File: src/hw/rtl/knot_span_index_search_defines.svh
// Assertion macros for the knot span index search block.
// Included by RTL files that carry concurrent checks; no other dependencies.
`ifndef KNOT_SPAN_INDEX_SEARCH_DEFINES_SVH
`define KNOT_SPAN_INDEX_SEARCH_DEFINES_SVH
`ifndef SYNTHESIS
// Same-cycle implication, disabled while reset is active
`define KSIS_ASSERT_IMP(label, clk, rst_n, ante, cons, msg) \
  label: assert property (@(posedge clk) disable iff (!rst_n) (ante) |-> (cons)) \
    else $error(msg);
// Next-cycle implication, disabled while reset is active
`define KSIS_ASSERT_NXT(label, clk, rst_n, ante, cons, msg) \
  label: assert property (@(posedge clk) disable iff (!rst_n) (ante) |=> (cons)) \
    else $error(msg);
`else
`define KSIS_ASSERT_IMP(label, clk, rst_n, ante, cons, msg)
`define KSIS_ASSERT_NXT(label, clk, rst_n, ante, cons, msg)
`endif
`endif

File: src/hw/rtl/ksis_pkg.sv
// Shared constants and codes for the knot span index search block.
// No dependencies.
`default_nettype none

package ksis_pkg;

  // Field widths
  localparam int KNOT_W    = 32;
  localparam int ADDR_W    = 6;
  localparam int SPAN_W    = 6;
  localparam int ORDER_W   = 6;
  localparam int COUNT_W   = 7;
  localparam int TOL_W     = 16;
  localparam int CFG_IDX_W = 2;
  localparam int CFG_DAT_W = 16;

  // Table depth default
  localparam int DEF_MAX_KNOTS = 64;

  // Register reset values
  localparam logic [ORDER_W-1:0] ORDER_RST = ORDER_W'(4);
  localparam logic [COUNT_W-1:0] COUNT_RST = COUNT_W'(8);
  localparam logic [TOL_W-1:0]   TOL_RST   = TOL_W'(1);

  // Configuration register indexes
  typedef enum logic [CFG_IDX_W-1:0] {
    CFG_CURVE_ORDER = 2'd0,
    CFG_KNOT_COUNT  = 2'd1,
    CFG_SNAP_TOL    = 2'd2
  } cfg_reg_t;

  // Item function codes
  localparam logic FUNC_LOAD  = 1'b0;
  localparam logic FUNC_QUERY = 1'b1;

endpackage

`default_nettype wire

File: src/hw/rtl/knot_span_index_search.sv
// Knot span index search: knot table, bound snapping and sequential span scan.
// Depends on ksis_pkg, ksis_ram and knot_span_index_search_defines.svh.
// Query: a full scan reads both bounds, then one knot per cycle; a bound hit or upper out of domain
// skips the scan, lower out of domain stops after the lower bound, a bad config goes straight to the
// result. Input reopens as the result register loads. Loads: one per cycle while idle. Reset sets register defaults.
`default_nettype none
`include "knot_span_index_search_defines.svh"

module knot_span_index_search #(
  parameter int MAX_KNOTS = ksis_pkg::DEF_MAX_KNOTS
) (
  input  wire logic                             clk,
  input  wire logic                             rst_n,
  // Item channel
  input  wire logic                             in_valid,
  output logic                                  in_stall,
  input  wire logic                             in_func,
  input  wire logic [ksis_pkg::ADDR_W-1:0]      in_knot_addr,
  input  wire logic signed [ksis_pkg::KNOT_W-1:0] in_sample_value,
  // Result channel
  output logic                                  out_valid,
  input  wire logic                             out_stall,
  output logic [ksis_pkg::SPAN_W-1:0]           out_span_index,
  output logic                                  out_out_of_domain,
  // Configuration write channel
  input  wire logic                             cfg_valid,
  output logic                                  cfg_ready,
  input  wire logic [ksis_pkg::CFG_IDX_W-1:0]   cfg_index,
  input  wire logic [ksis_pkg::CFG_DAT_W-1:0]   cfg_data
);

  localparam int AW = $clog2(MAX_KNOTS);
  localparam int IW = ((AW > ksis_pkg::ADDR_W) ? AW : ksis_pkg::ADDR_W) + 3;
  localparam int KW = ksis_pkg::KNOT_W;

  localparam logic signed [IW-1:0] ZERO = IW'(0);
  localparam logic signed [IW-1:0] ONE  = IW'(1);
  localparam logic signed [IW-1:0] TWO  = IW'(2);
  localparam logic        [IW-1:0] MAXK = IW'(MAX_KNOTS);

  typedef enum logic [2:0] {
    S_IDLE,
    S_LO,
    S_HI,
    S_SCAN,
    S_DONE
  } state_t;

  // Configuration registers
  logic [ksis_pkg::ORDER_W-1:0] curve_order_r;
  logic [ksis_pkg::COUNT_W-1:0] knot_count_r;
  logic [ksis_pkg::TOL_W-1:0]   snap_tol_r;

  // Sequencer state and datapath registers
  state_t                state_r,   state_nxt;
  logic signed [KW-1:0]  x_r,       x_nxt;
  logic [AW-1:0]         k_r,       k_nxt;
  logic                  prev_lt_r, prev_lt_nxt;
  logic                  eq_lo_r,   eq_lo_nxt;
  logic [IW-1:0]         span_r,    span_nxt;
  logic                  ood_r,     ood_nxt;
  logic                  out_valid_r, out_valid_nxt;
  logic [ksis_pkg::SPAN_W-1:0] out_span_r, out_span_nxt;
  logic                  out_ood_r, out_ood_nxt;

  // Derived configuration
  logic [IW-1:0]         cnt_u;
  logic signed [IW-1:0]  cnt_s;
  logic signed [IW-1:0]  ord_s;
  logic signed [IW-1:0]  lo_idx;
  logic signed [IW-1:0]  hi_idx;
  logic signed [IW-1:0]  up_span;
  logic                  cfg_bad;

  // Handshake and RAM signals
  logic                  in_xfer;
  logic                  ram_we;
  logic [AW-1:0]         ram_raddr;
  logic [KW-1:0]         ram_rdata;
  logic [IW-1:0]         addr_ext;

  // Shared subtract / compare unit
  logic signed [KW-1:0]  op_a;
  logic signed [KW-1:0]  op_b;
  logic signed [KW:0]    diff;
  logic signed [KW:0]    tol_ext;
  logic                  diff_gt;
  logic                  diff_zero;
  logic                  diff_lt_tol;
  logic                  knot_last;

  assign in_stall  = (state_r != S_IDLE);
  assign in_xfer   = in_valid && !in_stall;
  assign cfg_ready = 1'b1;

  assign out_valid         = out_valid_r;
  assign out_span_index    = out_span_r;
  assign out_out_of_domain = out_ood_r;

  // Configuration register writes
  always_ff @(posedge clk) begin
    if (!rst_n) begin
      curve_order_r <= ksis_pkg::ORDER_RST;
      knot_count_r  <= ksis_pkg::COUNT_RST;
      snap_tol_r    <= ksis_pkg::TOL_RST;
    end else if (cfg_valid && cfg_ready) begin
      case (cfg_index)
        ksis_pkg::CFG_CURVE_ORDER: curve_order_r <= cfg_data[ksis_pkg::ORDER_W-1:0];
        ksis_pkg::CFG_KNOT_COUNT:  knot_count_r  <= cfg_data[ksis_pkg::COUNT_W-1:0];
        ksis_pkg::CFG_SNAP_TOL:    snap_tol_r    <= cfg_data[ksis_pkg::TOL_W-1:0];
        default: ;
      endcase
    end
  end

  // Clamp count to table depth and derive bound positions
  always_comb begin
    cnt_u   = (IW'(knot_count_r) > MAXK) ? MAXK : IW'(knot_count_r);
    cnt_s   = $signed(cnt_u);
    ord_s   = $signed(IW'(curve_order_r));
    lo_idx  = ord_s - ONE;
    hi_idx  = cnt_s - ord_s + ONE;
    up_span = cnt_s - ord_s - ONE;
    cfg_bad = (cnt_s < TWO) || (ord_s < ONE) || (lo_idx > cnt_s - ONE) ||
              (hi_idx < ZERO) || (hi_idx > cnt_s - ONE) || (lo_idx > hi_idx) ||
              (up_span < ZERO);
  end

  // Knot table write on load transfers inside the table
  assign addr_ext = IW'(in_knot_addr);
  assign ram_we   = in_xfer && (in_func == ksis_pkg::FUNC_LOAD) && (addr_ext < MAXK);

  // Read address follows the sequencer
  always_comb begin
    case (state_r)
      S_IDLE:  ram_raddr = lo_idx[AW-1:0];
      S_LO:    ram_raddr = hi_idx[AW-1:0];
      S_HI:    ram_raddr = '0;
      S_SCAN:  ram_raddr = k_r + AW'(1);
      default: ram_raddr = '0;
    endcase
  end

  ksis_ram #(
    .WIDTH (KW),
    .DEPTH (MAX_KNOTS)
  ) u_knot_ram (
    .clk   (clk),
    .we    (ram_we),
    .waddr (addr_ext[AW-1:0]),
    .wdata (in_sample_value),
    .raddr (ram_raddr),
    .rdata (ram_rdata)
  );

  // Shared subtractor: lower bound minus value, else value minus knot
  always_comb begin
    if (state_r == S_LO) begin
      op_a = $signed(ram_rdata);
      op_b = x_r;
    end else begin
      op_a = x_r;
      op_b = $signed(ram_rdata);
    end
    diff        = {op_a[KW-1], op_a} - {op_b[KW-1], op_b};
    tol_ext     = $signed({{(KW + 1 - ksis_pkg::TOL_W){1'b0}}, snap_tol_r});
    diff_zero   = (diff == '0);
    diff_gt     = !diff[KW] && !diff_zero;
    diff_lt_tol = (diff < tol_ext);
    knot_last   = (IW'(k_r) == cnt_u - IW'(1));
  end

  // Sequencer next-state logic
  always_comb begin
    state_nxt     = state_r;
    x_nxt         = x_r;
    k_nxt         = k_r;
    prev_lt_nxt   = prev_lt_r;
    eq_lo_nxt     = eq_lo_r;
    span_nxt      = span_r;
    ood_nxt       = ood_r;
    out_valid_nxt = out_valid_r;
    out_span_nxt  = out_span_r;
    out_ood_nxt   = out_ood_r;

    // Drop the result once it is taken
    if (out_valid_r && !out_stall) begin
      out_valid_nxt = 1'b0;
    end

    case (state_r)
      S_IDLE: begin
        if (in_xfer && (in_func == ksis_pkg::FUNC_QUERY)) begin
          x_nxt    = in_sample_value;
          span_nxt = '0;
          ood_nxt  = cfg_bad;
          state_nxt = cfg_bad ? S_DONE : S_LO;
        end
      end
      // Lower bound arrives: flag or snap a value below it
      S_LO: begin
        if (diff_gt && !diff_lt_tol) begin
          ood_nxt   = 1'b1;
          state_nxt = S_DONE;
        end else begin
          if (diff_gt) begin
            x_nxt = $signed(ram_rdata);
          end
          eq_lo_nxt = 1'b1;
          if (!diff_gt && !diff_zero) begin
            eq_lo_nxt = 1'b0;
          end
          state_nxt = S_HI;
        end
      end
      // Upper bound arrives: flag, snap, resolve a bound hit, or start the scan
      S_HI: begin
        if (diff_gt && !diff_lt_tol) begin
          ood_nxt   = 1'b1;
          state_nxt = S_DONE;
        end else if (diff_gt || diff_zero) begin
          span_nxt  = up_span;
          state_nxt = S_DONE;
        end else if (eq_lo_r) begin
          span_nxt  = lo_idx;
          state_nxt = S_DONE;
        end else begin
          k_nxt       = '0;
          prev_lt_nxt = 1'b0;
          state_nxt   = S_SCAN;
        end
      end
      // One knot per cycle: keep the last k-1 with knot[k-1] < x <= knot[k]
      S_SCAN: begin
        if ((k_r != '0) && prev_lt_r && !diff_gt) begin
          span_nxt = IW'(k_r) - IW'(1);
        end
        prev_lt_nxt = diff_gt;
        k_nxt       = k_r + AW'(1);
        if (knot_last) begin
          state_nxt = S_DONE;
        end
      end
      // Hand the result to the output register when it is free
      S_DONE: begin
        if (!out_valid_r || !out_stall) begin
          out_valid_nxt = 1'b1;
          out_span_nxt  = span_r[ksis_pkg::SPAN_W-1:0];
          out_ood_nxt   = ood_r;
          state_nxt     = S_IDLE;
        end
      end
      default: begin
        state_nxt = S_IDLE;
      end
    endcase
  end

  // State and registered outputs
  always_ff @(posedge clk) begin
    if (!rst_n) begin
      state_r     <= S_IDLE;
      out_valid_r <= 1'b0;
    end else begin
      state_r     <= state_nxt;
      out_valid_r <= out_valid_nxt;
    end
    x_r        <= x_nxt;
    k_r        <= k_nxt;
    prev_lt_r  <= prev_lt_nxt;
    eq_lo_r    <= eq_lo_nxt;
    span_r     <= span_nxt;
    ood_r      <= ood_nxt;
    out_span_r <= out_span_nxt;
    out_ood_r  <= out_ood_nxt;
  end

  // Checks
  `KSIS_ASSERT_IMP(a_ood_span_zero, clk, rst_n, out_valid && out_out_of_domain,
    out_span_index == '0, "out-of-domain result carries a nonzero span")
  `KSIS_ASSERT_IMP(a_scan_in_range, clk, rst_n, state_r == S_SCAN,
    IW'(k_r) < cnt_u, "scan index ran past the knot count")
  `KSIS_ASSERT_NXT(a_query_starts, clk, rst_n, in_xfer && (in_func == ksis_pkg::FUNC_QUERY),
    (state_r == S_LO) || (state_r == S_DONE), "query did not start the sequencer")
  `KSIS_ASSERT_NXT(a_load_stays_ready, clk, rst_n, in_xfer && (in_func == ksis_pkg::FUNC_LOAD),
    !in_stall, "load left the block busy")

endmodule

`default_nettype wire

File: src/hw/rtl/ksis_ram.sv
// Generic single-write, single-read RAM with registered read data.
// No dependencies.
`default_nettype none

module ksis_ram #(
  parameter int WIDTH = 32,
  parameter int DEPTH = 64
) (
  input  wire logic                     clk,
  input  wire logic                     we,
  input  wire logic [$clog2(DEPTH)-1:0] waddr,
  input  wire logic [WIDTH-1:0]         wdata,
  input  wire logic [$clog2(DEPTH)-1:0] raddr,
  output logic      [WIDTH-1:0]         rdata
);

  logic [WIDTH-1:0] mem [DEPTH];

  // Write port and registered read port
  always_ff @(posedge clk) begin
    if (we) begin
      mem[waddr] <= wdata;
    end
    rdata <= mem[raddr];
  end

endmodule

`default_nettype wire
File: config.mk
export PLATFORM = sky130hd
export DESIGN_NAME = knot_span_index_search
export DESIGN_NICKNAME = d
export VERILOG_FILES = /design/src/hw/rtl/ksis_pkg.sv /design/src/hw/rtl/knot_span_index_search.sv /design/src/hw/rtl/ksis_ram.sv
export VERILOG_INCLUDE_DIRS = /design/src /design/src/hw/rtl
export SDC_FILE = /design/constraint.sdc
export NUM_CORES = 2
export LEC_CHECK = 0
export BUFFER_PORTS_ARGS = -buffer_cell sky130_fd_sc_hd__buf_4
export CAP_MARGIN = 20
export CORE_MARGIN = 2
export CORE_UTILIZATION = 50
export DETAILED_ROUTE_END_ITERATION = 6
export PLACE_DENSITY = 0.65
export SYNTH_ARGS = -nofsm -noshare
export SYNTH_HDL_FRONTEND = slang
export SYNTH_SLANG_ARGS = --single-unit
File: constraint.sdc
create_clock -name clk -period 6.5 [get_ports clk]
set_input_delay 0.65 -clock clk [delete_from_list [all_inputs] [get_ports clk]]
set_output_delay 0.65 -clock clk [all_outputs]
set_load 0.02 [all_outputs]
==> impl_metrics.json <==
{
  "first_pass_iters": 6,
  "cp.required_ps": 7200,
  "ir_drop_v": 0.000259,
  "dp_hpwl_microns": 136000,
  "synth_edf_count": 2102,
  "ctsLongestPathBuffers": 3,
  "detail-route-antenna-nets": 0,
  "rsz0062_at_grt": "false",
  "async_flop_share": 0,
  "grt_pass1_wl_microns": 333000,
  "finalMaxSlewViolations": 0,
  "synthDistinctLibCells": 94,
  "fmax_mhz": 176,
  "wl_microns": 233000,
  "finalCritPeriodShare": 0.875,
  "critical_path_arrival_ps": 6390,
  "clkTransAtPathRegs_ps": 60,
  "setup_viol": 0,
  "htreeDepth": 4,
  "power_leakage_nw": 32.6,
  "nets": 5039,
  "drv_cap": 0,
  "hold_path.class": "input pin to flop",
  "first_iter_violations": 5943,
  "core_area_sq_um": 176000,
  "max_stage_delay_ps": 750,
  "endpoint_kind": "flop",
  "clock_skew_ps": 44.3,
  "power.density_nw_per_um2": 329,
  "vias": 46400,
  "place.gp.congestion": 0.883,
  "clock_latency_ps": 860,
  "p_sw_frac": 0.261,
  "synth_nets": 4782,
  "antenna_found_initial": 9,
  "avgSynthCellArea_sq_um": 18.9,
  "die_w_microns": 424,
  "postCtsHoldBufs": 4,
  "grt_pass1_vias": 46400,
  "hold_viol_final": 0,
  "p_comb_frac": 0.156,
  "tightest_slew_ps": 1190,
  "fin_setup_tns_ps": 0,
  "ys_ff_latch": 2167,
  "finalCriticalPeriod_ps": 5690,
  "p_clk_frac": 0.366,
  "crit_type": "flop to flop",
  "startpoint_type": "flop",
  "path_buf_inv": 5,
  "cts_setup_buffers": 0,
  "drc_errors": 0,
  "netlist_instances": 4664,
  "area_growth_pct": 13.6,
  "outcome": "finished clean",
  "rows": 154,
  "vias_per_cell": 6.23,
  "path_delay_family": "compound AO/OA/AOI/OAI gates",
  "grt_max_degree": 87,
  "final_util": 0.570,
  "pin_count": 72,
  "grt_usage": 0.259,
  "die_area_sq_um": 180000,
  "clockRootBuffer": "clkbuf_16",
  "io_buffers": 70,
  "start_util": 0.502,
  "drive_above_1_share": 0.236,
  "p_int_mw": 24.4,
  "slew_headroom": 0.202,
  "p_seq_frac": 0.478,
  "synth_area_sq_um": 88400,
  "cts_tree": "done",
  "ys.flop_type": "edfxtp_1",
  "cts_buffers": 213,
  "gr-total-overflow": 0,
  "worstPathCellList": "nand2b_1 -> ha_1 -> inv_2 -> fa_1 -> xnor2_1 -> xnor2_1 -> inv_1 -> o21ai_4 -> buf_12 -> mux4_2 -> mux2i_1 -> a211oi_1 -> buf_4 -> a211oi_1 -> buf_4 -> a21oi_1",
  "post_drt_wl_per_cell_microns": 31.2,
  "post_cts_resized": 0,
  "die_y_microns": 424,
  "synth_seq_area_share": 0.729,
  "critPathMaxFanout": 86,
  "ys_warn_count": 0,
  "switching_power_mw": 8.62,
  "slowest_stage": "a211oi_1",
  "clock_sinks": 2167,
  "power_mw": 33.0
}
[area by class of cell]
class	instances	area, sq um
well taps	2340	2930
inverters	91	342
multi-input cells	2158	23200
fillers	13000	75600
flip-flops and latches	2167	64400
diodes	3	7.51
clock inverters	105	1010
clock buffers	296	5870
repair buffers	290	2590
[tightest hold or removal path: stages]
cell	delay, ps
buf_4	110
nand2_1	40
a21boi_0	60
[power by group through the flow]
| stage | combinational (mW) | sequential, mW | clock [mW] |
|---|---|---|---|
| 3_5_place_dp | 5.14 | 16.1 | 0 |
| 3_3_place_gp | 5.10 | 16.1 | 0 |
| 5_1_grt | 5.54 | 15.8 | 12.8 |
| 2_1_floorplan | 3.33 | 15.8 | 0 |
| 6_report | 5.14 | 15.8 | 12.1 |
| 4_1_cts | 5.16 | 15.8 | 12.2 |
[flip-flops by register name (all words and copies together), names as in the netlist, 3 cells and up]
register          count
curve_order_r         6
k_r                   6
knot_count_r          7
out_span_index        6
snap_tol_r           16
span_r                6
state_r               3
u_knot_ram.mem     2048
u_knot_ram.rdata     32
x_r                  32
[cells by family after synthesis]
group                    Yosys count  synth area share
AO/OA/AOI/OAI                    602            0.0463
adder cells (fa/ha/maj)          110            0.0141
XOR/XNOR                          88           0.00872
flip-flops                      2167             0.729
other                              1         0.0000424
AND/OR/NAND/NOR                  711            0.0405
buffers and inverters            339            0.0155
multiplexers                     646             0.146
[cell usage in the layout, fill, tap and decap left out, drive strengths merged, types with 9 or more instances in the layout]
cell,instances
a211oi,223
a21boi,25
a21o,11
a21oi,168
a311oi,20
a31oi,9
and2,125
and3,11
buf,285
bufinv,11
clkbuf,297
clkinv,82
dfxtp,65
edfxtp,2102
ha,55
inv,101
maj3,54
mux2i,131
mux4,512
nand2,197
nand2b,35
nand3,43
nand4,9
nor2,149
nor2b,71
nor3,27
o21a,9
o21ai,63
o22ai,14
xnor2,42
xor2,46
[worst paths after layout]
check                                 end  slack, ps                         start  cells after the start
max          u_knot_ram.rdata[20]$_DFF_P_        810  knot_count_r[6]$_SDFFE_PN0P_                     16
min           snap_tol_r[11]$_SDFFE_PN0P_         60                  cfg_data[11]                      3
max reg2reg  u_knot_ram.rdata[20]$_DFF_P_        810  knot_count_r[6]$_SDFFE_PN0P_                     16
min reg2reg   out_span_index[0]$_DFFE_PP_        420           span_r[0]$_DFFE_PP_                      0
[synth_stat cells (all sizes together) (25+ instances only)]
cell | number | area, sq um
a211oi | 223 | 1690
a21boi | 25 | 191
a21oi | 168 | 841
and2 | 125 | 782
buf | 96 | 454
clkbuf | 152 | 572
dfxtp | 65 | 1300
edfxtp | 2102 | 63100
ha | 55 | 688
inv | 91 | 342
maj3 | 54 | 541
mux2i | 131 | 1310
mux4 | 512 | 11500
nand2 | 197 | 739
nand2b | 35 | 219
nand3 | 43 | 215
nor2 | 149 | 562
nor2b | 71 | 444
nor3 | 27 | 146
o21ai | 63 | 319
xnor2 | 42 | 368
xor2 | 46 | 403
[metrics by stage]
| stage | cell area, sq um | instances | setup slack (ps) | hold WS (ps) |
|---|---|---|---|---|
| after floorplan | 88400 | 4664 | 701 | 400 |
| after global placement | 93400 | 7040 | 955 | 403 |
| after detailed placement | 93400 | 7041 | 949 | 406 |
| after CTS | 100000 | 7446 | 896 | 0.705 |
| after global routing | 100000 | 7447 | 564 | 41.0 |
| final | 100000 | 7450 | 813 | 61.3 |
[metal layers]
metal  share of wire  global-route usage  wire length, microns  vias up
li1                -                   -                     -    19500
met1            0.41               0.364                 94700    24600
met2            0.49               0.426                114000     1950
met3           0.075              0.0385                 17500      290
met4           0.026              0.0735                  6010        0
met5               0                   0                     0        -
No activity file was read; power rests on OpenSTA's default activity.
